### config.mk
export PLATFORM = sky130hd
export DESIGN_NAME = pxa_cmd_fifo
export DESIGN_NICKNAME = d
export VERILOG_FILES = /design/src/rtl/core/paxos_acceptor_assert.svh /design/src/rtl/core/pxa_pkg.sv /design/src/rtl/core/pxa_cmd_fifo.sv
export SDC_FILE = /design/constraint.sdc
export NUM_CORES = 1
export LEC_CHECK = 0
export BUFFER_PORTS_ARGS = -buffer_cell sky130_fd_sc_hd__buf_2
export CORE_AREA = 4 4 231 233
export DETAILED_ROUTE_END_ITERATION = 12
export DIE_AREA = 0 0 235 237
export GPL_ROUTABILITY_DRIVEN = 0
export PLACE_DENSITY = 0.74
export SKIP_CTS_REPAIR_TIMING = 1
export SLEW_MARGIN = 20
export SYNTH_ARGS = -nofsm -noshare
export SYNTH_HDL_FRONTEND = slang
export SYNTH_SLANG_ARGS = --single-unit
### constraint.sdc
create_clock -name clk -period 17.4 [get_ports clk]
set_input_delay 0.87 -clock clk [delete_from_list [all_inputs] [get_ports clk]]
set_output_delay 0.87 -clock clk [all_outputs]
set_load 0.01 [all_outputs]
### src/rtl/core/paxos_acceptor_assert.svh
// Assertion macros, clocked on clk, off while rst_n is low.
`ifndef PAXOS_ACCEPTOR_ASSERT_SVH
`define PAXOS_ACCEPTOR_ASSERT_SVH

// same-cycle implication
`define PXA_ASSERT_IMP(label, ante, cons) \
  label: assert property (@(posedge clk) disable iff (!rst_n) (ante) |-> (cons)) \
    else $error("paxos_acceptor: same-cycle check failed");

// next-cycle implication
`define PXA_ASSERT_NXT(label, ante, cons) \
  label: assert property (@(posedge clk) disable iff (!rst_n) (ante) |=> (cons)) \
    else $error("paxos_acceptor: next-cycle check failed");

`endif

### src/rtl/core/pxa_pkg.sv
`default_nettype none
package pxa_pkg;

  localparam int INSTANCES   = 65536;
  localparam int VALUE_WORDS = 8;
  localparam int PAIRS       = 4;
  localparam int IDX_W       = (INSTANCES > 1) ? $clog2(INSTANCES) : 1;

  localparam int CMDQ_DEPTH = 2;
  localparam int CMDQ_PTR_W = (CMDQ_DEPTH > 1) ? $clog2(CMDQ_DEPTH) : 1;
  localparam int CMDQ_CNT_W = $clog2(CMDQ_DEPTH + 1);

  localparam logic [5:0] TYPE_1A = 6'd1;
  localparam logic [5:0] TYPE_1B = 6'd2;
  localparam logic [5:0] TYPE_2A = 6'd4;
  localparam logic [5:0] TYPE_2B = 6'd8;

  localparam logic [3:0] DEV_ID_MIN   = 4'd1;
  localparam logic [3:0] DEV_ID_MAX   = 4'd8;
  localparam logic [3:0] DEV_ID_RESET = 4'd1;

  typedef logic [PAIRS-1:0][63:0] value_t;

  typedef enum logic [1:0] {
    ACT_DROP     = 2'd0,
    ACT_LEADER   = 2'd1,
    ACT_LEARNERS = 2'd2
  } action_t;

  typedef enum logic [1:0] {
    CMD_DROP    = 2'd0,
    CMD_PREPARE = 2'd1,
    CMD_ACCEPT  = 2'd2
  } cmd_kind_t;

  typedef struct packed {
    logic [5:0]  type_bits;
    logic [15:0] instance_req;
    logic [15:0] round;
    logic [63:0] value_01;
    logic [63:0] value_23;
    logic [63:0] value_45;
    logic [63:0] value_67;
  } in_req_t;

  typedef struct packed {
    action_t     action;
    logic [5:0]  reply_type;
    logic [15:0] reply_instance;
    logic [15:0] reply_round;
    logic [15:0] voted_round;
    logic [7:0]  vote_mask;
    logic [63:0] out_value_01;
    logic [63:0] out_value_23;
    logic [63:0] out_value_45;
    logic [63:0] out_value_67;
  } out_rsp_t;

  typedef struct packed {
    cmd_kind_t   kind;
    logic [15:0] instance_req;
    logic [15:0] round;
    logic [7:0]  vote_mask;
    value_t      value;
  } cmd_t;

  // words at VALUE_WORDS and above are stored as zero
  function automatic value_t store_mask();
    value_t m;
    m = '0;
    for (int p = 0; p < PAIRS; p++) begin
      if (2 * p < VALUE_WORDS) m[p][31:0] = '1;
      if (2 * p + 1 < VALUE_WORDS) m[p][63:32] = '1;
    end
    return m;
  endfunction

endpackage
`default_nettype wire

### src/rtl/core/pxa_cmd_fifo.sv
`default_nettype none
module pxa_cmd_fifo (
  input  wire logic          clk,
  input  wire logic          rst_n,
  input  wire logic          push,
  output logic               full,
  input  wire pxa_pkg::cmd_t wdata,
  input  wire logic          pop,
  output logic               empty,
  output pxa_pkg::cmd_t      rdata
);

  pxa_pkg::cmd_t                   buf_r [pxa_pkg::CMDQ_DEPTH];
  logic [pxa_pkg::CMDQ_PTR_W-1:0]  wr_ptr_r, wr_ptr_nxt;
  logic [pxa_pkg::CMDQ_PTR_W-1:0]  rd_ptr_r, rd_ptr_nxt;
  logic [pxa_pkg::CMDQ_CNT_W-1:0]  cnt_r, cnt_nxt;

  localparam logic [pxa_pkg::CMDQ_PTR_W-1:0] PTR_LAST =
    pxa_pkg::CMDQ_PTR_W'(pxa_pkg::CMDQ_DEPTH - 1);
  localparam logic [pxa_pkg::CMDQ_CNT_W-1:0] CNT_FULL =
    pxa_pkg::CMDQ_CNT_W'(pxa_pkg::CMDQ_DEPTH);

  assign full  = cnt_r == CNT_FULL;
  assign empty = cnt_r == '0;
  assign rdata = buf_r[rd_ptr_r];

  always_comb begin
    wr_ptr_nxt = wr_ptr_r;
    rd_ptr_nxt = rd_ptr_r;
    cnt_nxt    = cnt_r;
    if (push) begin
      wr_ptr_nxt = (wr_ptr_r == PTR_LAST) ? '0 : wr_ptr_r + 1'b1;
    end
    if (pop) begin
      rd_ptr_nxt = (rd_ptr_r == PTR_LAST) ? '0 : rd_ptr_r + 1'b1;
    end
    if (push && !pop) begin
      cnt_nxt = cnt_r + 1'b1;
    end else if (pop && !push) begin
      cnt_nxt = cnt_r - 1'b1;
    end
  end

  always_ff @(posedge clk) begin
    if (!rst_n) begin
      wr_ptr_r <= '0;
      rd_ptr_r <= '0;
      cnt_r    <= '0;
    end else begin
      wr_ptr_r <= wr_ptr_nxt;
      rd_ptr_r <= rd_ptr_nxt;
      cnt_r    <= cnt_nxt;
    end
  end

  always_ff @(posedge clk) begin
    if (push) begin
      buf_r[wr_ptr_r] <= wdata;
    end
  end

endmodule
`default_nettype wire

==> impl_metrics.ini <==
[status]
status = complete, no violations

[timing]
slew_viol_final = 0
finalCritPeriodShare_pct = 29.29
fin_crit_ns = 5.096
fmax_mhz = 196.2
setup_ws_ns = 12.30
grt_setup_unrepaired = false
fin_worst_skew_ns = 0.01333
hold-worst-slack_ns = 0.4579
setup_viol = 0
final-hold-violation-count = 0
worst_pin_slew_ns = 1.129
tns_ns = 0
slew_headroom_pct = 24.72

[die]
io_pins = 602
start_util_pct = 44.05
die_h_um = 237
die_width_um = 235
core_um2 = 51200
dieArea_um2 = 55700
fp-row-count = 83

[routing]
firstDrtPassIters = 4
viasPerCell = 4.872
vias = 11340
wirelength_um = 49030
drt_iter0_drc = 650
wire_per_inst_um = 21.07
drcViolationCount = 0
detail-route-antenna-nets = 0

[global_routing]
grt_antenna_before_repair = 18
grt_pass1_vias = 12010
overflow = 0
grt_pass1_wl_um = 72020
grt_max_degree = 148
grt_use_total_pct = 16.77

[worst_hold_path]
hold_path_depth = 1
min_path_type = input pin to register

[yosys]
syn_area_um2 = 22550
synth_top_cells_by_count = 596 x edfxtp_1, 201 x mux2_4, 97 x mux2_2
ys_seq_elements = 601
yosys_warnings = 0
synth_top_area_cell = edfxtp_1
async_reset_ff_share_pct = 0
synth_edf_count = 596
ys_seq_area_share_pct = 79.80
synth.most_common_cell = edfxtp_1
synth_area_per_cell_um2 = 23.76
syn_nets = 1252
ys_types = 17
synth_area_leaders = edfxtp_1 79%, mux2_4 13%, mux2_2 4.8%
ys.flop_type = edfxtp_1
synth_top_area_share_pct = 79.36
netlist_instances = 949

[placed_design]
pre_cts_ws_ns = 12.90
hpwlAfterDp_um = 34750
port-buffer-count = 601

[run]
cap_violations = 0

[critical_path]
cp_cell_sequence = buf_4, buf_4, mux2_2, buf_2
crit_cells = 4
setup.worst_path.end = rdata[263]
crit_top_cell = buf_4
crit_path_max_fanout = 72
r2r_cells = 3
slowest_stage = dfxtp_4
timing.rr.end = buf_r[0][66]
slowest_delay_ns = 1.02
rrSetupSlack_ns = 13.98
critPathKind = register to primary output
cp.arrival_ns = 4.23
required_ns = 16.53
cp-end-kind = primary output
cp_top_family = buffers and inverters
worst-path-buf-inv = 3
r2r-start = wr_ptr_r
startpoint_type = register

[cts]
clock_path_buffers = 3
numCtsBuffers = 59
cts_root_buffer = clkbuf_16
clock-sinks = 601
insertion_delay_ns = 0.59
cts-htree-levels = 2
cts_tree = yes
clk_pin_slew_worst_paths_ns = 0.06

[power_and_ir_drop]
ir_drop_v = 0.00008934
leakage_uw = 0.01092
p_total_uw = 3282
p_per_area_nw_per_um2 = 116.7

[layout]
utilization_pct = 54.93
drive_above_1_share_pct = 61.19
layout.nets = 1892
syn_to_final_growth_pct = 24.70
==> placed cells by master (no fill, tap or decap) <==
master / netlist / routed
inv_8: 0 / 1
buf_16: 0 / 1
clkbuf_16: 0 / 61
edfxtp_1: 596 / 596
dfxtp_1: 5 / 4
or3_1: 1 / 1
mux2_2: 97 / 97
nor2b_1: 3 / 2
clkinv_1: 0 / 14
mux2_4: 201 / 201
and2_1: 4 / 3
inv_6: 0 / 2
nor2b_4: 0 / 1
o21a_1: 1 / 1
bufinv_16: 0 / 5
xnor2_1: 1 / 1
inv_1: 1 / 1
ha_1: 1 / 1
nor2_1: 1 / 1
clkinv_2: 0 / 16
xor2_1: 2 / 2
buf_4: 0 / 9
clkbuf_1: 0 / 6
o21ai_0: 1 / 1
buf_2: 7 / 601
buf_12: 0 / 1
and2_4: 0 / 1
a21boi_0: 1 / 1
dfxtp_4: 0 / 1
diode_2: 0 / 11
clkinvlp_4: 0 / 3
==> sequential cells by signal (all words and copies together) (netlist names), named ones only <==
name,cells
buf_r,596
cnt_r,2
rd_ptr_r,1
wr_ptr_r,1
==> worst reg2reg max path, stage by stage (launching register included) <==
cell and delay (ns):
dfxtp_1 0.35, nor2b_4 0.81, buf_4 0.82, buf_4 1.00
==> logic make-up after synthesis <==
family                   synth area share, %
flip-flops                             79.80
buffers and inverters                  1.470
AO/OA/AOI/OAI                        0.08877
adder cells (fa/ha/maj)              0.05547
AND/OR/NAND/NOR                       0.2386
multiplexers                           18.23
XOR/XNOR                              0.1165
==> through the flow <==
step	area, um^2	cells
after global routing	28120	2327
final	28120	2327
after detailed placement	26180	2207
after global placement	26180	2207
after floorplan	22550	949
after CTS	28070	2315
==> layout make-up <==
cell class / count / area, um^2
Tap cell: 680 / 850.8
Sequential cell: 601 / 18000
Multi-Input combinational cell: 314 / 4233
Fill cell: 3896 / 23080
Clock buffer: 67 / 1549
Timing Repair Buffer: 612 / 3123
Antenna cell: 11 / 27.53
Clock inverter: 41 / 334.1
Inverter: 1 / 3.754
==> per-layer routing <==
layer / wire length (um) / track usage (%)
met1: 17950 / 19.31
met2: 25620 / 29.59
met3: 4037 / 5.474
met4: 1330 / 5.764
met5: 86 / 0
==> power breakdown <==
group / leakage (uW) / switching (uW) / internal (uW)
combinational: 0.00436 / 177 / 178
clock: 0.000930 / 513 / 711
sequential: 0.00564 / 26.6 / 1680
total: 0.0109 / 717 / 2570
==> how the worst min path moves through the flow <==
stage | to | from | slack [ns]
2_1_floorplan | cnt_r[1] | cnt_r[1] | 0.47
3_3_place_gp | cnt_r[1] | cnt_r[1] | 0.49
3_5_place_dp | cnt_r[1] | cnt_r[1] | 0.53
4_1_cts | buf_r[0][149] | wdata[149] | 0.42
5_1_grt | buf_r[0][20] | wdata[20] | 0.42
6_report | buf_r[0][25] | wdata[25] | 0.46
Power figures use the tool's default switching activity.
